`src/rtl/rsw_pkg.sv`:
```
// rsw_pkg: shared constants and codes for the roulette selection core
// no dependencies; used by rsw_alu and the top level
package rsw_pkg;

    localparam int POOL_DEPTH_DEF   = 64;
    localparam int FITNESS_BITS_DEF = 16;

    localparam int IN_FIT_BITS  = 16;
    localparam int RAND_BITS    = 16;
    localparam int OUT_IDX_BITS = 6;
    localparam int OUT_FIT_BITS = 16;

    typedef logic [1:0] mode_t;
    localparam mode_t MODE_CLEAR  = 2'd0;
    localparam mode_t MODE_LOAD   = 2'd1;
    localparam mode_t MODE_SELECT = 2'd2;

    typedef logic [0:0] alu_op_t;
    localparam alu_op_t ALU_ADD = 1'b0;
    localparam alu_op_t ALU_SUB = 1'b1;

endpackage

```
`src/rtl/rsw_alu.sv`:
```
// rsw_alu: shared add/subtract unit of the selection sequencer
// depends on rsw_pkg for operation codes
module rsw_alu #(
    parameter int W = 22
) (
    input  rsw_pkg::alu_op_t op,
    input  logic [W-1:0]     a,
    input  logic [W-1:0]     b,
    output logic [W:0]       y
);

    always_comb begin
        unique case (op)
            rsw_pkg::ALU_SUB: y = {1'b0, a} - {1'b0, b};
            default:          y = {1'b0, a} + {1'b0, b};
        endcase
    end

endmodule

```
`src/rtl/rsw_pool_mem.sv`:
```
// rsw_pool_mem: pool storage, one write port and one registered read port
// no package dependencies
module rsw_pool_mem #(
    parameter int DEPTH = 64,
    parameter int AW    = 6,
    parameter int DW    = 17
) (
    input  logic          aclk,
    input  logic          we,
    input  logic [AW-1:0] waddr,
    input  logic [DW-1:0] wdata,
    input  logic          re,
    input  logic [AW-1:0] raddr,
    output logic [DW-1:0] rdata
);

    logic [DW-1:0] store_reg [DEPTH];
    logic [DW-1:0] rdata_reg;

    always_ff @(posedge aclk) begin
        if (we) begin
            store_reg[waddr] <= wdata;
        end
        if (re) begin
            rdata_reg <= store_reg[raddr];
        end
    end

    assign rdata = rdata_reg;

endmodule

```
`src/rtl/roulette_select_without_replacement_core.sv`:
```
// roulette_select_without_replacement_core: fitness-proportional selection
// without replacement; uses rsw_pkg, rsw_alu and rsw_pool_mem
//
// A clear or a load transaction is applied as it is accepted. A select runs
// a shift-add multiply of the RAND_BITS (16) bit fraction by the total, then
// walks the pool positions in load order, one per cycle, through the
// registered read port, then removes the chosen entry and hands the result
// to the output register; an empty pool goes straight to the output
// register, and the result is held back only while that register is full.
// Load, multiply, walk and remove share a single adder; the walk uses the
// one read port of the pool memory. The input is not ready while a select
// is in progress; a finished result waits in the output register while the
// next transaction is taken. Presence of an entry is a bit stored beside its
// fitness, and entries at or above the load count are never read.
module roulette_select_without_replacement_core #(
    parameter int POOL_DEPTH   = rsw_pkg::POOL_DEPTH_DEF,
    parameter int FITNESS_BITS = rsw_pkg::FITNESS_BITS_DEF
) (
    input  logic        aclk,
    input  logic        aresetn,
    input  logic        s_tvalid,
    output logic        s_tready,
    input  logic [31:0] s_tdata,   // fitness_value [15:0], random_fraction [31:16]
    input  logic [1:0]  s_tuser,   // mode [1:0]
    output logic        m_tvalid,
    input  logic        m_tready,
    output logic [23:0] m_tdata,   // chosen_index [5:0], chosen_fitness [21:6], zero [23:22]
    output logic [0:0]  m_tuser    // pool_empty [0]
);

    localparam int AW  = $clog2(POOL_DEPTH);
    localparam int CW  = $clog2(POOL_DEPTH + 1);
    localparam int TW  = FITNESS_BITS + AW;
    localparam int MW  = FITNESS_BITS + 1;
    localparam int RB  = rsw_pkg::RAND_BITS;
    localparam int SCW = $clog2(RB);
    localparam int IFB = rsw_pkg::IN_FIT_BITS;
    localparam int OIB = rsw_pkg::OUT_IDX_BITS;
    localparam int OFB = rsw_pkg::OUT_FIT_BITS;

    localparam logic [2:0] ST_IDLE   = 3'd0;
    localparam logic [2:0] ST_MUL    = 3'd1;
    localparam logic [2:0] ST_WALK   = 3'd2;
    localparam logic [2:0] ST_REMOVE = 3'd3;
    localparam logic [2:0] ST_DONE   = 3'd4;

    logic [2:0]              state_reg, state_next;
    logic [TW-1:0]           total_reg, total_next;
    logic [CW-1:0]           remain_reg, remain_next;
    logic [CW-1:0]           loaded_reg, loaded_next;
    logic [TW-1:0]           acc_reg, acc_next;
    logic [RB-1:0]           frac_reg, frac_next;
    logic [SCW-1:0]          step_reg, step_next;
    logic [CW-1:0]           rd_addr_reg, rd_addr_next;
    logic                    rvld_reg, rvld_next;
    logic [AW-1:0]           rd_idx_reg, rd_idx_next;
    logic [TW-1:0]           partial_reg, partial_next;
    logic [CW-1:0]           seen_reg, seen_next;
    logic [AW-1:0]           pick_idx_reg, pick_idx_next;
    logic [FITNESS_BITS-1:0] pick_fit_reg, pick_fit_next;
    logic                    res_empty_reg, res_empty_next;
    logic                    m_tvalid_reg, m_tvalid_next;
    logic [23:0]             m_tdata_reg, m_tdata_next;
    logic                    m_tuser_reg, m_tuser_next;

    rsw_pkg::mode_t          mode;
    logic [31:0]             fit_in_wide;
    logic [31:0]             pick_idx_wide;
    logic [31:0]             pick_fit_wide;
    logic [FITNESS_BITS-1:0] load_fit;

    rsw_pkg::alu_op_t        alu_op;
    logic [TW-1:0]           alu_a, alu_b;
    logic [TW:0]             alu_y;

    logic                    mem_we, mem_re;
    logic [AW-1:0]           mem_waddr, mem_raddr;
    logic [MW-1:0]           mem_wdata, mem_rdata;
    logic                    mem_present;
    logic [FITNESS_BITS-1:0] mem_fit;

    assign mode          = s_tuser;
    assign fit_in_wide   = 32'(s_tdata[IFB-1:0]);
    assign load_fit      = fit_in_wide[FITNESS_BITS-1:0];
    assign pick_idx_wide = 32'(pick_idx_reg);
    assign pick_fit_wide = 32'(pick_fit_reg);
    assign mem_present   = mem_rdata[MW-1];
    assign mem_fit       = mem_rdata[FITNESS_BITS-1:0];

    rsw_alu #(
        .W (TW)
    ) u_alu (
        .op (alu_op),
        .a  (alu_a),
        .b  (alu_b),
        .y  (alu_y)
    );

    rsw_pool_mem #(
        .DEPTH (POOL_DEPTH),
        .AW    (AW),
        .DW    (MW)
    ) u_mem (
        .aclk  (aclk),
        .we    (mem_we),
        .waddr (mem_waddr),
        .wdata (mem_wdata),
        .re    (mem_re),
        .raddr (mem_raddr),
        .rdata (mem_rdata)
    );

    always_comb begin
        state_next     = state_reg;
        total_next     = total_reg;
        remain_next    = remain_reg;
        loaded_next    = loaded_reg;
        acc_next       = acc_reg;
        frac_next      = frac_reg;
        step_next      = step_reg;
        rd_addr_next   = rd_addr_reg;
        rvld_next      = rvld_reg;
        rd_idx_next    = rd_idx_reg;
        partial_next   = partial_reg;
        seen_next      = seen_reg;
        pick_idx_next  = pick_idx_reg;
        pick_fit_next  = pick_fit_reg;
        res_empty_next = res_empty_reg;
        m_tvalid_next  = m_tvalid_reg & ~m_tready;
        m_tdata_next   = m_tdata_reg;
        m_tuser_next   = m_tuser_reg;
        mem_we         = 1'b0;
        mem_waddr      = loaded_reg[AW-1:0];
        mem_wdata      = {1'b1, load_fit};
        mem_re         = 1'b0;
        mem_raddr      = rd_addr_reg[AW-1:0];
        alu_op         = rsw_pkg::ALU_ADD;
        alu_a          = total_reg;
        alu_b          = TW'(load_fit);

        unique case (state_reg)
            ST_IDLE: begin
                if (s_tvalid) begin
                    unique case (mode)
                        rsw_pkg::MODE_CLEAR: begin
                            total_next  = '0;
                            remain_next = '0;
                            loaded_next = '0;
                        end
                        rsw_pkg::MODE_LOAD: begin
                            if (loaded_reg != CW'(POOL_DEPTH)) begin
                                mem_we      = 1'b1;
                                total_next  = alu_y[TW-1:0];
                                loaded_next = loaded_reg + 1'b1;
                                remain_next = remain_reg + 1'b1;
                            end
                        end
                        rsw_pkg::MODE_SELECT: begin
                            if (remain_reg == '0) begin
                                res_empty_next = 1'b1;
                                pick_idx_next  = '0;
                                pick_fit_next  = '0;
                                state_next     = ST_DONE;
                            end else begin
                                frac_next  = s_tdata[IFB +: RB];
                                acc_next   = '0;
                                step_next  = '0;
                                state_next = ST_MUL;
                            end
                        end
                        default: begin
                        end
                    endcase
                end
            end
            ST_MUL: begin
                alu_a     = acc_reg;
                alu_b     = frac_reg[0] ? total_reg : '0;
                acc_next  = alu_y[TW:1];
                frac_next = frac_reg >> 1;
                step_next = step_reg + 1'b1;
                if (step_reg == SCW'(RB - 1)) begin
                    rd_addr_next = '0;
                    rvld_next    = 1'b0;
                    partial_next = '0;
                    seen_next    = '0;
                    state_next   = ST_WALK;
                end
            end
            ST_WALK: begin
                rvld_next = 1'b0;
                if (rd_addr_reg < loaded_reg) begin
                    mem_re       = 1'b1;
                    rd_idx_next  = rd_addr_reg[AW-1:0];
                    rvld_next    = 1'b1;
                    rd_addr_next = rd_addr_reg + 1'b1;
                end
                alu_a = partial_reg;
                alu_b = TW'(mem_fit);
                if (rvld_reg && mem_present) begin
                    partial_next = alu_y[TW-1:0];
                    seen_next    = seen_reg + 1'b1;
                    if ((alu_y[TW-1:0] >= acc_reg) || (seen_reg + 1'b1 == remain_reg)) begin
                        pick_idx_next  = rd_idx_reg;
                        pick_fit_next  = mem_fit;
                        res_empty_next = 1'b0;
                        rvld_next      = 1'b0;
                        state_next     = ST_REMOVE;
                    end
                end
            end
            ST_REMOVE: begin
                mem_we      = 1'b1;
                mem_waddr   = pick_idx_reg;
                mem_wdata   = {1'b0, pick_fit_reg};
                alu_op      = rsw_pkg::ALU_SUB;
                alu_a       = total_reg;
                alu_b       = TW'(pick_fit_reg);
                total_next  = alu_y[TW-1:0];
                remain_next = remain_reg - 1'b1;
                state_next  = ST_DONE;
            end
            ST_DONE: begin
                if (!m_tvalid_reg || m_tready) begin
                    m_tvalid_next = 1'b1;
                    m_tdata_next  = {2'b00, pick_fit_wide[OFB-1:0], pick_idx_wide[OIB-1:0]};
                    m_tuser_next  = res_empty_reg;
                    state_next    = ST_IDLE;
                end
            end
            default: begin
                state_next = ST_IDLE;
            end
        endcase
    end

    always_ff @(posedge aclk) begin
        if (!aresetn) begin
            state_reg    <= ST_IDLE;
            total_reg    <= '0;
            remain_reg   <= '0;
            loaded_reg   <= '0;
            rvld_reg     <= 1'b0;
            m_tvalid_reg <= 1'b0;
        end else begin
            state_reg    <= state_next;
            total_reg    <= total_next;
            remain_reg   <= remain_next;
            loaded_reg   <= loaded_next;
            rvld_reg     <= rvld_next;
            m_tvalid_reg <= m_tvalid_next;
        end
    end

    // datapath registers, no reset
    always_ff @(posedge aclk) begin
        acc_reg       <= acc_next;
        frac_reg      <= frac_next;
        step_reg      <= step_next;
        rd_addr_reg   <= rd_addr_next;
        rd_idx_reg    <= rd_idx_next;
        partial_reg   <= partial_next;
        seen_reg      <= seen_next;
        pick_idx_reg  <= pick_idx_next;
        pick_fit_reg  <= pick_fit_next;
        res_empty_reg <= res_empty_next;
        m_tdata_reg   <= m_tdata_next;
        m_tuser_reg   <= m_tuser_next;
    end

    assign s_tready = (state_reg == ST_IDLE);
    assign m_tvalid = m_tvalid_reg;
    assign m_tdata  = m_tdata_reg;
    assign m_tuser  = m_tuser_reg;

endmodule
```
`config.mk`:
```
export PLATFORM = sky130hd
export DESIGN_NAME = roulette_select_without_replacement_core
export DESIGN_NICKNAME = d
export VERILOG_FILES = /design/src/rtl/rsw_pkg.sv /design/src/rtl/rsw_alu.sv /design/src/rtl/rsw_pool_mem.sv /design/src/rtl/roulette_select_without_replacement_core.sv
export SDC_FILE = /design/constraint.sdc
export NUM_CORES = 2
export LEC_CHECK = 0
export ABC_CLOCK_PERIOD_IN_PS = 8770
export BUFFER_PORTS_ARGS = -buffer_cell sky130_fd_sc_hd__buf_2
export CAP_MARGIN = 20
export CELL_PAD_IN_SITES_DETAIL_PLACEMENT = 1
export CELL_PAD_IN_SITES_GLOBAL_PLACEMENT = 2
export CORE_ASPECT_RATIO = 0.5
export CORE_MARGIN = 1.5
export CORE_UTILIZATION = 45
export CTS_CLUSTER_SIZE = 28
export DETAILED_ROUTE_END_ITERATION = 10
export GPL_TIMING_DRIVEN = 0
export PLACE_DENSITY = 0.69
export SLEW_MARGIN = 20
export SYNTH_ARGS = -nofsm -noshare
export SYNTH_HDL_FRONTEND = slang
export SYNTH_SLANG_ARGS = --single-unit
```
`constraint.sdc`:
```
create_clock -name aclk -period 8.77 [get_ports aclk]
set_input_delay 2.631 -clock aclk [delete_from_list [all_inputs] [get_ports aclk]]
set_output_delay 2.631 -clock aclk [all_outputs]
set_load 0.005 [all_outputs]
```
### Yosys cells after proc, flatten, opt, wreduce, memory -nomap -nowiden

Memories as Yosys holds them, arrays and structs flattened. A register that Yosys moved wholly into a read port is not among the register bits.
Cells that the tools add are included.

* register bits after elaboration: 171
* latch bits: 0
* RAM bits: 1088
* bits in read-only memories: 0
* bits of input ports: 38
* output and inout port bits: 27
* word-level logic and storage cells: 151
* memories kept: 1

* add/subtract/negate cells: 8
* multipliers: 0
* div/mod/pow operators: 0
* order comparisons: 2
* equal/unequal tests: 21
* shift-type cells: 0
* multiplexer cells: 77
* bitwise gates (word level): 2
* reductions and logical operators: 22

Memory list
* u_mem.store_reg: words 64, width 17, rd ports 1, clocked after memory_dff 1, wr ports 1, line rsw_pool_mem.sv:17 `logic [DW-1:0] store_reg [DEPTH];`

Operators with widths (number)
* $pmux 22 s2: 5
* $mux 22: 8
* $mux 16: 8
* $pmux 7 s2: 5
* $pmux 22 s3: 1
* $pmux 16 s2: 2
* $mux 7: 6
* $mux 6: 6
* $add 7x1->7 const B: 4
* $add 22x22->23: 1
* $mux 23: 1
* $sub 22x22->23: 1
* $ge 22x22->1: 1
* $mux 3: 7
* $mux 1: 18
* $mux 17: 1
* $ne 2x2->1 const B: 8
* $pmux 3 s5: 1
* $mux 4: 3
* $pmux 6 s2: 1
* $reduce_and 4->1: 3
* $reduce_and 6->1: 2
* $reduce_bool 2->1: 5
* $pmux 4 s2: 1
* 25 further kinds: 33

### Depth between registers and ports, before layout

* word-level depth: 9
* mapped depth: 28
* depth with buffers taken out: 24

### Cells and area by module

A second synthesis with hierarchy kept.

* cell total of the unflattened synthesis: 3045
* area total of the unflattened synthesis: 52894.5 sq um

Modules (own cells, without submodules)
* rsw_pool_mem: instances 1, cells each 1957, area an instance 42602.1 sq um, seq. area each 33181.8 sq um
* roulette_select_without_replacement_core: instances 1, cells each 853, area an instance 8679.6 sq um, seq. area each 4724.5 sq um
* rsw_alu: instances 1, cells each 235, area an instance 1612.8 sq um, seq. area each 0.0 sq um

### Worst setup path before layout

No wires, ideal clock.

* path kind: input -> register
* start point: input port s_tdata[3]
* end point: register pick_fit_reg[0] (enable)
* arrival: 7627 ps
* setup slack: 594 ps
* stages: 20
* path through: or2_2 -> a2bb2oi_1 -> nand4bb_1 -> nand2_1 -> xor2_1 -> ha_1 -> a211o_1 -> a211o_1 -> o32ai_1 -> o211ai_1 -> a311oi_1 -> xor2_1 -> inv_1 -> ha_1 -> and3_1 -> a221o_1 -> a21oi_1 -> o211ai_1 -> nand3_1 -> o21ai_0

* word-level cells in the longest chain between the ends: 7
* elaborated cells on any way between the ends: 8
* classes of those cells: add/sub (2); order compare (1); eq/ne (1); mux (2); reduce/logical (2)

Ends and longest elaborated chain
* start, declared: line roulette_select_without_replacement_core.sv:23 `input logic [31:0] s_tdata,`
* $pmux 22 s3 *: line roulette_select_without_replacement_core.sv:141 `unique case (state_reg)`
* $add 22x22->23 or $sub 22x22->23 (tied branches): line rsw_alu.sv:15, rsw_alu.sv:14
* $mux 23 *: line rsw_alu.sv:13 `unique case (op)`
* net alu_y[20]: line roulette_select_without_replacement_core.sv:74 `logic [TW:0] alu_y;`
* $ge 22x22->1 *: line roulette_select_without_replacement_core.sv:203 `if ((alu_y[TW-1:0] >= acc_reg) || (seen_reg + 1'b1 == remain_reg)) begin`
* $logic_or 1x1->1 *: line roulette_select_without_replacement_core.sv:203
* $ne 2x2->1 (no source line) *
* $reduce_and 6->1 (no source line) *
* end signal, assigned: line roulette_select_without_replacement_core.sv:265 `pick_fit_reg <= pick_fit_next;`
* end, declared: line roulette_select_without_replacement_core.sv:60 `logic [FITNESS_BITS-1:0] pick_fit_reg, pick_fit_next;`

Mark *: on every way through the listed nets, which the timed path passes. The rest lies on a longest branch.
A chain may end at the register's enable or synchronous reset.

### Worst setup path in the final report

* start point: input port s_tdata[3]
* end point: register pick_idx_reg[5] (enable)

* word-level cells in the longest chain between the ends: 7
* elaborated cells on any way between the ends: 8
* classes of those cells: add/sub (2); order compare (1); eq/ne (1); mux (2); reduce/logical (2)

Ends and longest elaborated chain
* $pmux 22 s3 *: line roulette_select_without_replacement_core.sv:141
* $add 22x22->23 or $sub 22x22->23 (tied branches): line rsw_alu.sv:15, rsw_alu.sv:14
* $mux 23 *: line rsw_alu.sv:13
* net alu_y[14]: line roulette_select_without_replacement_core.sv:74
* $ge 22x22->1 *: line roulette_select_without_replacement_core.sv:203
* $logic_or 1x1->1 *: line roulette_select_without_replacement_core.sv:203
* $ne 2x2->1 (no source line) *
* $reduce_and 6->1 (no source line) *
* end signal, assigned: line roulette_select_without_replacement_core.sv:264 `pick_idx_reg <= pick_idx_next;`
* end, declared: line roulette_select_without_replacement_core.sv:59 `logic [AW-1:0] pick_idx_reg, pick_idx_next;`

Marks and branches as above.

==> flow_metrics.tcl <==
set metrics [dict create \
    clock_path_buffers 3 \
    post_drt_wl_per_cell_um 32.2 \
    worstSetupPathType "in2reg" \
    slew_headroom 0.207 \
    clockRootBuffer "clkbuf_16" \
    rsz0062_at_grt "false" \
    area_growth_pct 14.2 \
    outcome "completed" \
    drt_iter0_drc 2852 \
    grt-busiest-layer "met2" \
    tightest_slew_ns 1.19 \
    die_h_um 244 \
    nFillCells 10400 \
    fin_crit_sh 0.951 \
    yosys.area.top_type "edfxtp_1" \
    placed_area_sq_um 56000 \
    use_met3 0.0567 \
    slowest_stage "a2111oi_0" \
    largest_reg_flops 1088 \
    ant_nets 0 \
    yosysWarnings 0 \
    cp_max_fo 19 \
    clk_pin_slew_worst_paths_ns 0.07 \
    clk_latency_ns 0.75 \
    hold_viol 0 \
    synth-main-ff-cell "edfxtp_1" \
    rows 88 \
    min_period_ns 8.34 \
    track_usage 0.255 \
    cp_cell_sequence "buf_2, or2_2, a2bb2oi_1, nand4bb_1, nand2_1, xor2_1, ha_1, a211o_1, a211o_1, o32ai_2, o21bai_1, a21oi_1, o21ai_0, xnor2_1, inv_1, ha_1, a2111oi_0, o211ai_1, a21oi_1, o211ai_1, nand3_1, o21ai_4, buf_16" \
    met1_usage 0.376 \
    drt_wl_total_um 149000 \
    dp_slack_ns -0.725 \
    io_pins 65 \
    p_leak_uw 0.0193 \
    fmax_mhz 120 \
    grt_pass1_wl_um 213000 \
    hpwl_um 104000 \
    core_area_sq_um 115000 \
    seq_area_frac_synth 0.726 \
    num-nets-final 3102 \
    synth_area_leaders "edfxtp_1 (71%), mux4_2 (15%), nor2_1 (1.7%), dfxtp_1 (1.6%), ha_1 (1.5%)" \
    vias 27900 \
    synth_area_sq_um 52200 \
    drive_above_1_share 0.253 \
    cts_buffers 111 \
    worst_slack_ns 0.427 \
    grt.overflow.total 0 \
    synth.distinct_cells 78 \
    synth_edf_count 1235 \
    drc 0 \
    synth_top_area_share 0.710 \
    grt_max_degree 65 \
    initial_core_util 0.454 \
    die_x_um 485 \
    cap_viol_max_count 0 \
    numClockSinks 1276 \
    crit_arrival_ns 8.82 \
    yosys.cell_count.top_type "edfxtp_1" \
    hold_class "reg2reg" \
    io_buffers 62 \
    vias_per_cell 6.03 \
    async_reset_ff_frac 0 \
    critPathLaunchType "input pin" \
    report.final.slew_viol_count 0 \
    gp_congestion 0.852 \
    end_kind "flip-flop" \
    cts_tree "done" \
    required_ns 9.25 \
    synth-seq-cells 1276 \
    p_per_area_nw_per_um2 210 \
    avgSynthCellArea_sq_um 19.0 \
    postSynthCellCount 2748 \
    htreeDepth 3 \
    first_pass_iters 5 \
    setup_viol 0 \
    grt_use_met2 0.393 \
    crit_path_max_incr_delay_ns 0.62 \
    postLayoutCellArea_sq_um 59600 \
    synth_common_cells "edfxtp_1 (1235), mux4_2 (357), nor2_1 (231), nand2_1 (172), clkbuf_1 (95)" \
    vdd_drop_max_mv 0.154 \
    grt_pass1_vias 28400 \
    finClkSkew_ns 0.0409 \
    utilization 0.518 \
    antenna_found_initial 10 \
    dieArea_sq_um 118000 \
]
==> worst max-delay path: cells and delay by family <==
| kind | cells | cell delay (ns) |
|---|---|---|
| compound gates | 12 | 3.44 |
| xor+xnor | 2 | 0.61 |
| fa+ha+maj | 2 | 0.53 |
| buf+inv | 3 | 0.41 |
| simple gates | 4 | 1.17 |
==> timing repair <==
action                                  in CTS  in global routing
setup buffers                                0                  0
endpoints found under the setup margin      19                 24
gates resized for setup                      1                  2
hold buffers                                 0                  0
gates cloned                                 0                  0
==> cell usage in the layout, fill, tap and decap left out, types with 20 or more instances in the layout <==
cell type,synthesis,layout
buf_1,37,31
o21ai_0,23,21
nand3_1,32,32
a21oi_1,48,48
ha_1,62,62
buf_2,7,76
clkbuf_1,95,116
xor2_1,30,30
edfxtp_1,1235,1235
nor2_2,0,56
buf_6,0,27
clkinv_1,0,20
nand2_1,172,155
nor2_1,231,167
mux4_2,357,357
clkbuf_16,0,113
buf_8,0,30
dfxtp_1,41,41
inv_1,61,61
and3_1,33,33
a221o_1,23,23
xnor2_1,28,28
==> stage by stage <==
| step | hold slack, ns | instances | TNS (ns) | power, uW |
|---|---|---|---|---|
| floorplan | 0.400 | 2749 | 0 | 7320 |
| global placement | 0.407 | 4341 | -77.06 | 7600 |
| detailed placement | 0.437 | 4418 | -16.73 | 7630 |
| CTS | 0.452 | 4620 | 0 | 12600 |
| global route | 0.455 | 4621 | 0 | 12800 |
| finish | 0.450 | 4625 | 0 | 12500 |
==> cell families (layout without fill, tap and decap cells) <==
group                      count (synthesis)  count (layout)  share of synthesized area
DFF                                     1276            1276                      0.726
xor gates and xnor gates                  58              58                    0.00973
buffers and inverters                    205             546                     0.0151
and+or+nand+nor                          556             556                     0.0477
muxes                                    362             362                      0.155
adders and majority gates                 63              63                     0.0152
AOI/OAI and AO/OA                        227             227                     0.0315
other                                      1               7                  0.0000718
==> per-layer routing <==
layer	vias up	routed length (um)
li1	11600	-
met1	15100	66100
met2	937	68700
met3	171	11200
met4	0	2790
met5	-	0
==> cell type report <==
type | count | area, sq um | share of cell area
plain buffers | 142 | 566 | 0.00948
clock inverters | 64 | 686 | 0.0115
inverters | 63 | 236 | 0.00397
well taps | 1530 | 1910 | 0.0321
repair buffers | 139 | 1460 | 0.0245
flip-flops and latches | 1276 | 37900 | 0.636
diodes | 5 | 12.5 | 0.000210
multi-input cells | 1268 | 13900 | 0.234
clock buffers | 138 | 2920 | 0.0490
==> final timing paths <==
path            startpoint         endpoint  slack, ns  cells past startpoint
max reg2reg   state_reg[1]  pick_idx_reg[5]       0.57                     26
max             s_tdata[3]  pick_idx_reg[5]       0.43                     23
min reg2reg  res_empty_reg          m_tuser       0.45                      0
min          res_empty_reg          m_tuser       0.45                      0
==> report_power, final <==
| part | switching [uW] | internal (uW) | total (uW) |
|---|---|---|---|
| Combinational | 502 | 245 | 747 |
| Sequential | 25.6 | 6710 | 6740 |
| Clock | 2280 | 2720 | 5010 |
| Total | 2810 | 9680 | 12500 |
(Power assumes the default switching activity.)
